File: config.mk
export PLATFORM = sky130hd
export DESIGN_NAME = afk_csr
export DESIGN_NICKNAME = d
export VERILOG_FILES = /design/src/rtl/afk_pkg.sv /design/src/rtl/afk_csr.sv
export SDC_FILE = /design/constraint.sdc
export NUM_CORES = 1
export LEC_CHECK = 0
export ABC_AREA = 1
export BUFFER_PORTS_ARGS = -buffer_cell sky130_fd_sc_hd__buf_2
export CORE_MARGIN = 1.5
export CORE_UTILIZATION = 40
export DETAILED_ROUTE_END_ITERATION = 10
export PLACE_DENSITY = 0.81
export RECOVER_POWER = 50
export SYNTH_ARGS = -nofsm -noshare
export SYNTH_HDL_FRONTEND = slang
export SYNTH_SLANG_ARGS = --single-unit
File: constraint.sdc
create_clock -name clock -period 2.3 [get_ports clock]
set_input_delay 0.115 -clock clock [delete_from_list [all_inputs] [get_ports clock]]
set_output_delay 0.115 -clock clock [all_outputs]
set_load 0.01 [all_outputs]
File: src/rtl/afk_pkg.sv
// ----------------------------------------------------------------------------
// afk_pkg
// Types, constants and helpers shared by the arm forward kinematics block.
// ----------------------------------------------------------------------------
`default_nettype none

package afk_pkg;

   localparam int ANGLE_W = 16;
   localparam int LEN_W   = 20;
   localparam int POS_W   = 23;
   localparam int TRIG_W  = 34;
   localparam int Z_W     = 37;
   localparam int ADDR_W  = 4;
   localparam int DATA_W  = 32;

   localparam longint CORDIC_GAIN = 64'sd652032874;

   localparam logic signed [Z_W-1:0] Q30_PI      = 37'sd3373259426;
   localparam logic signed [Z_W-1:0] Q30_HALF_PI = 37'sd1686629713;
   localparam logic signed [Z_W-1:0] Q30_TWO_PI  = 37'sd6746518852;

   localparam logic signed [POS_W-1:0] POS_MAX = 23'sd4194303;
   localparam logic signed [POS_W-1:0] POS_MIN = -23'sd4194304;

   typedef enum logic [1:0] {
      REG_BASE_HEIGHT = 2'd0,
      REG_UPPER_LINK  = 2'd1,
      REG_FORE_LINK   = 2'd2
   } reg_index_type;

   typedef struct packed {
      logic [LEN_W-1:0] base_height;
      logic [LEN_W-1:0] upper_link_length;
      logic [LEN_W-1:0] fore_link_length;
   } link_cfg_type;

   localparam logic [31:0] ATAN_Q30 [0:23] = '{
      32'd843314857, 32'd497837829, 32'd263043837, 32'd133525159,
      32'd67021687,  32'd33543516,  32'd16775851,  32'd8388437,
      32'd4194283,   32'd2097149,   32'd1048576,   32'd524288,
      32'd262144,    32'd131072,    32'd65536,     32'd32768,
      32'd16384,     32'd8192,      32'd4096,      32'd2048,
      32'd1024,      32'd512,       32'd256,       32'd128
   };

   function automatic logic signed [POS_W-1:0] sat_pos(input logic signed [27:0] v);
      logic signed [POS_W-1:0] r;
      if (v > 28'(signed'(POS_MAX))) begin
         r = POS_MAX;
      end else if (v < 28'(signed'(POS_MIN))) begin
         r = POS_MIN;
      end else begin
         r = v[POS_W-1:0];
      end
      return r;
   endfunction

endpackage

`default_nettype wire

File: src/rtl/afk_csr.sv
// ----------------------------------------------------------------------------
// afk_csr
// APB register file holding the three link lengths.
// ----------------------------------------------------------------------------
`default_nettype none

module afk_csr (
   input  wire logic                          clock,
   input  wire logic                          reset,
   input  wire logic                          psel,
   input  wire logic                          penable,
   input  wire logic                          pwrite,
   input  wire logic [afk_pkg::ADDR_W-1:0]    paddr,
   input  wire logic [afk_pkg::DATA_W-1:0]    pwdata,
   output      logic [afk_pkg::DATA_W-1:0]    prdata,
   output      logic                          pready,
   output      afk_pkg::link_cfg_type         cfg
);

   afk_pkg::link_cfg_type cfg_ff, cfg_in;
   logic                  wr;

   assign pready = 1'b1;
   assign wr     = psel && penable && pwrite;
   assign cfg    = cfg_ff;

   always_comb begin
      cfg_in = cfg_ff;
      if (wr) begin
         case (paddr[3:2])
            afk_pkg::REG_BASE_HEIGHT: cfg_in.base_height       = pwdata[afk_pkg::LEN_W-1:0];
            afk_pkg::REG_UPPER_LINK:  cfg_in.upper_link_length = pwdata[afk_pkg::LEN_W-1:0];
            afk_pkg::REG_FORE_LINK:   cfg_in.fore_link_length  = pwdata[afk_pkg::LEN_W-1:0];
            default: ;
         endcase
      end
   end

   always_comb begin
      case (paddr[3:2])
         afk_pkg::REG_BASE_HEIGHT: prdata = 32'(cfg_ff.base_height);
         afk_pkg::REG_UPPER_LINK:  prdata = 32'(cfg_ff.upper_link_length);
         afk_pkg::REG_FORE_LINK:   prdata = 32'(cfg_ff.fore_link_length);
         default:                  prdata = '0;
      endcase
   end

   always_ff @(posedge clock) begin
      if (reset) begin
         cfg_ff.base_height       <= 20'd8975;
         cfg_ff.upper_link_length <= 20'd47616;
         cfg_ff.fore_link_length  <= 20'd35853;
      end else begin
         cfg_ff <= cfg_in;
      end
   end

endmodule

`default_nettype wire

# Yosys cells after proc, flatten, opt, wreduce, memory -nomap -nowiden
# Index checks and enable logic that the tools add are counted.
[op_classes]
n_mux = 1
reduce_logical = 6
eq_ne = 2
[op_table]
columns = ["op", "n"]
rows = [
  ["one-hot mux 20 bit (3 select lines)", 1],
  ["AND reduction 2 bit", 3],
  ["== test 2 x 1 -> 1 bit, second input constant", 1],
  ["== test 2 bit, second input constant", 1],
  ["logical AND 1 bit", 2],
  ["zero test 2 bit", 1],
]
[word_totals]
out_inout_bits = 93
register_bits = 60
wordCells = 12

# Depth between registers and ports, before layout
[logic_depth]
ltp_word = 3
mapped_depth = 6

# Worst setup path after synthesis
# Ideal clock, no wire load.
[synth_timing]
kind = "input-to-reg"
startpoint = "input psel"
endpoint = "register cfg_ff (netlist bit cfg[52])"
path_buffers = 1
setup_ps = 113
stages = 6
arrival_time_ps = 734
setup_slack_ps = 1453
cell_sequence = "nand2_1 -> nor2_2 -> buf_2 -> nand3_1 -> nand2_1 -> nor2_1"
[synth_between]
elab_chain_cells = 3
[synth_lines]
columns = ["element", "line_no", "source"]
rows = [
  ["start, declared", "afk_csr.sv:10", "input wire logic psel,"],
  ["logical AND 1 bit (2 in a row)", "afk_csr.sv:24", "assign wr = psel && penable && pwrite;"],
  ["AND reduction 2 bit (no line)", "--", ""],
  ["end signal, assigned", "afk_csr.sv:54", "cfg_ff <= cfg_in;"],
  ["end, declared", "afk_csr.sv:20", "afk_pkg::link_cfg_type cfg_ff, cfg_in;"],
]
# Every way passes these cells.
# A chain may end at the register's enable or synchronous reset.

# Final worst setup path
[layout_timing]
startpoint = "input paddr[3] in the netlist's numbering"
endpoint = "register cfg_ff (netlist bit cfg[25])"
[layout_between]
elab_chain_cells = 2
[layout_lines]
columns = ["element", "line_no", "source"]
rows = [
  ["start, declared", "afk_csr.sv:13", "input wire logic [afk_pkg::ADDR_W-1:0] paddr,"],
  ["== test 2 x 1 -> 1 bit", "afk_csr.sv:30", "case (paddr[3:2])"],
  ["AND reduction 2 bit (no line)", "--", ""],
]
# Every way passes these cells.

==> flow_metrics.env <==
export IMPL_status="complete, no violations"
export IMPL_dieArea_um2=7640
export IMPL_wl_met1_mm=3.40
export IMPL_cpPeakStageDelay_ns=0.59
export IMPL_gp_congestion=0.796
export IMPL_initial_core_util=0.417
export IMPL_r2r_end="cfg[25]"
export IMPL_drcViolationCount=0
export IMPL_synthFlopType="dfxtp_1"
export IMPL_ant_nets=0
export IMPL_pwr_share_clk=0.419
export IMPL_hold_viol_final=0
export IMPL_combPwrFrac=0.113
export IMPL_pre_cts_slack_ns=0.859
export IMPL_period_share=0.637
export IMPL_grt_pass1_vias=2525
export IMPL_antenna_found_initial=0
export IMPL_cts_tree="yes"
export IMPL_final_fill_count=742
export IMPL_min_path_type="input pin to flop"
export IMPL_whs_path_depth=3
export IMPL_numPortBuffers=106
export IMPL_avgSynthCellArea_um2=6.46
export IMPL_dr_pass1_iters=5
export IMPL_rsz0062_at_grt="false"
export IMPL_die_width_um=87.4
export IMPL_largest_reg_flops=60
export IMPL_wl_met2_mm=3.63
export IMPL_synth_area_leaders="dfxtp_1, nand2_1, nand3_1, nor2_1, buf_4"
export IMPL_clk_pin_slew_ns=0.06
export IMPL_met3_length_um=517
export IMPL_ys_top_cells_by_count="nand2_1, nor2_1, nand3_1, dfxtp_1, inv_1"
export IMPL_whs_endpoint="cfg[32]"
export IMPL_ys_seq_area_frac=0.421
export IMPL_cts_setup_buffers=0
export IMPL_nets=584
export IMPL_routed_wl_mm=7.69
export IMPL_rows=30
export IMPL_reg2reg_depth=2
export IMPL_p_int_mw=1.71
export IMPL_fin_crit_ns=1.46
export IMPL_die_h_um=87.4
export IMPL_async_reset_ff_frac=0
export IMPL_p_leak_nw=1.68
export IMPL_dp_cells=627
export IMPL_switchingPower_mw=0.601
export IMPL_yosys_warnings=0
export IMPL_hold_start="pwdata[12]"
export IMPL_clk_latency_ns=0.33
export IMPL_drv_cap=0
export IMPL_synth_edff_count=0
export IMPL_pin_count=134
export IMPL_grt_pass1_wl_mm=11.8
export IMPL_fmax_ghz=0.683
export IMPL_cp_slowest_cell="nor2_1"
export IMPL_relSlewSlack=0.460
export IMPL_crit_path_max_fanout=12
export IMPL_top_layer="met4"
export IMPL_timing_rr_start="cfg[25]"
export IMPL_regToRegSetupSlack_ns=1.68
export IMPL_startpoint_type="input pin"
export IMPL_stdcell_count=644
export IMPL_core_area_um2=6830
export IMPL_cts_sinks=60
export IMPL_power_density_nw_per_um2=655
export IMPL_arrival_ns=1.72
export IMPL_finClkSkew_ns=0
export IMPL_cp_common_cell="nor2_1"
export IMPL_peakVddDrop_v=0.000484
export IMPL_cts_resized=0
export IMPL_num_vias=2997
export IMPL_crit_buf_inv=3
export IMPL_dp_hpwl_mm=5.39
export IMPL_maxSlewViolCount=0
export IMPL_yosysTopAreaCellShare=0.421
export IMPL_crit_chain="buf_2, inv_2, nand2_1, nor2_1, clkbuf_1, nor2_1, nor2_1"
export IMPL_crit_required_ns=2.56
export IMPL_numCtsBuffers=9
export IMPL_drtIter0Drc=149
export IMPL_area_delta_synth_final_pct=23.6
export IMPL_drive_gt1_frac=0.139
export IMPL_cp_top_family="simple AND/OR/NAND/NOR gates"
export IMPL_via_per_inst=4.65
export IMPL_switching_share=0.260
export IMPL_critPathCaptureType="flop"
export IMPL_setup_slack_ns=0.836
export IMPL_critPathKind="input pin to flop"
export IMPL_syn_area_um2=2850
export IMPL_clockBufferDepth=2
export IMPL_grt_use_total=0.201
export IMPL_worst_pin_slew_ns=0.807
export IMPL_synth_cells=441
export IMPL_setup_tns_ns=0
export IMPL_synth_most_common_cell="nand2_1"
export IMPL_seqPwrFrac=0.468
export IMPL_n_antenna_cell=0
export IMPL_ctsHtreeMaxLevel=3
export IMPL_ys_seq_elements=60
export IMPL_wl_per_cell_um=11.9
export IMPL_yosysTopAreaCell="dfxtp_1"
export IMPL_grt_max_degree=34
export IMPL_ys_types=15
export IMPL_setup_viol=0
export IMPL_grt_ovfl_total=0
export IMPL_cts_root_buf="clkbuf_8"
[how the worst max path moves through the flow]
stage / startpoint / slack, ns / to / cells past startpoint
floorplan: psel / 1.45 / cfg[52] / 6
global placement: paddr[3] / 0.88 / prdata[15] / 7
detailed placement: paddr[3] / 0.86 / prdata[17] / 7
CTS: paddr[3] / 0.86 / prdata[17] / 7
global route: pwrite / 0.69 / cfg[39] / 6
finish: paddr[3] / 0.84 / cfg[25] / 7
[through the flow]
stage / hold slack, ns / instance area (um2) / power, mW / util
2_1_floorplan: 0.241 / 2890 / 1.29 / -
3_3_place_gp: 0.344 / 3400 / 1.37 / 0.497
3_5_place_dp: 0.349 / 3400 / 1.37 / 0.497
4_1_cts: 0.00284 / 3610 / 2.34 / 0.528
5_1_grt: 0.0169 / 3520 / 2.41 / 0.516
6_report: 0.0169 / 3520 / 2.31 / 0.516
[power by group through the flow]
stage	Clock, mW	Combinational [mW]	Sequential, mW
finish	0.967	0.262	1.08
floorplan	0	0.174	1.11
global placement	0	0.265	1.10
global route	1.04	0.294	1.08
detailed placement	0	0.270	1.10
CTS	0.986	0.271	1.08
[cells in the final DEF, fill, tap and decap left out, types with 2 or more instances in the layout]
master    synthesis  routed
dfxtp_1          60      60
inv_1            21      21
clkinv_2          0       2
buf_4            18      10
nand3_1          81      81
buf_2            12      45
conb_1            2      13
nand2_1         145     145
nor2_1           87      87
clkbuf_1          2      63
clkbuf_8          0      11
nor2_4            2       3
inv_2             2       2
[layout make-up]
class	count	area, um2	share of cell area
Timing Repair Buffer	118	543	0.154
Tap cell	96	120	0.0341
Multi-Input combinational cell	330	1370	0.388
Inverter	24	90.1	0.0256
Clock buffer	12	155	0.0440
Clock inverter	4	47.5	0.0135
Sequential cell	60	1200	0.341
[logic make-up (layout without fill, tap and decap cells)]
group                  after synthesis  in the layout  synth area share
and+or+nand+nor                    317            317             0.460
buffers and inverters               62            158             0.116
DFF                                 60             60             0.421
other                                2             13           0.00263
[metal layers]
metal	up-vias	GRT usage
li1	1546	-
met1	1329	0.256
met2	110	0.324
met3	12	0.0398
met4	0	0.0952
met5	-	0
[worst reg2reg max path: cells and delay by family (launching register included)]
kind,cells,cell delay [ns]
AND/OR/NAND/NOR,2,0.18
flip-flops,1,0.37
[what timing repair did]
item / in CTS / in global routing
hold endpoints to repair: 1 / 0
setup endpoints to repair: 0 / 0
hold buffers: 1 / 0
Power figures use the tool's default switching activity.
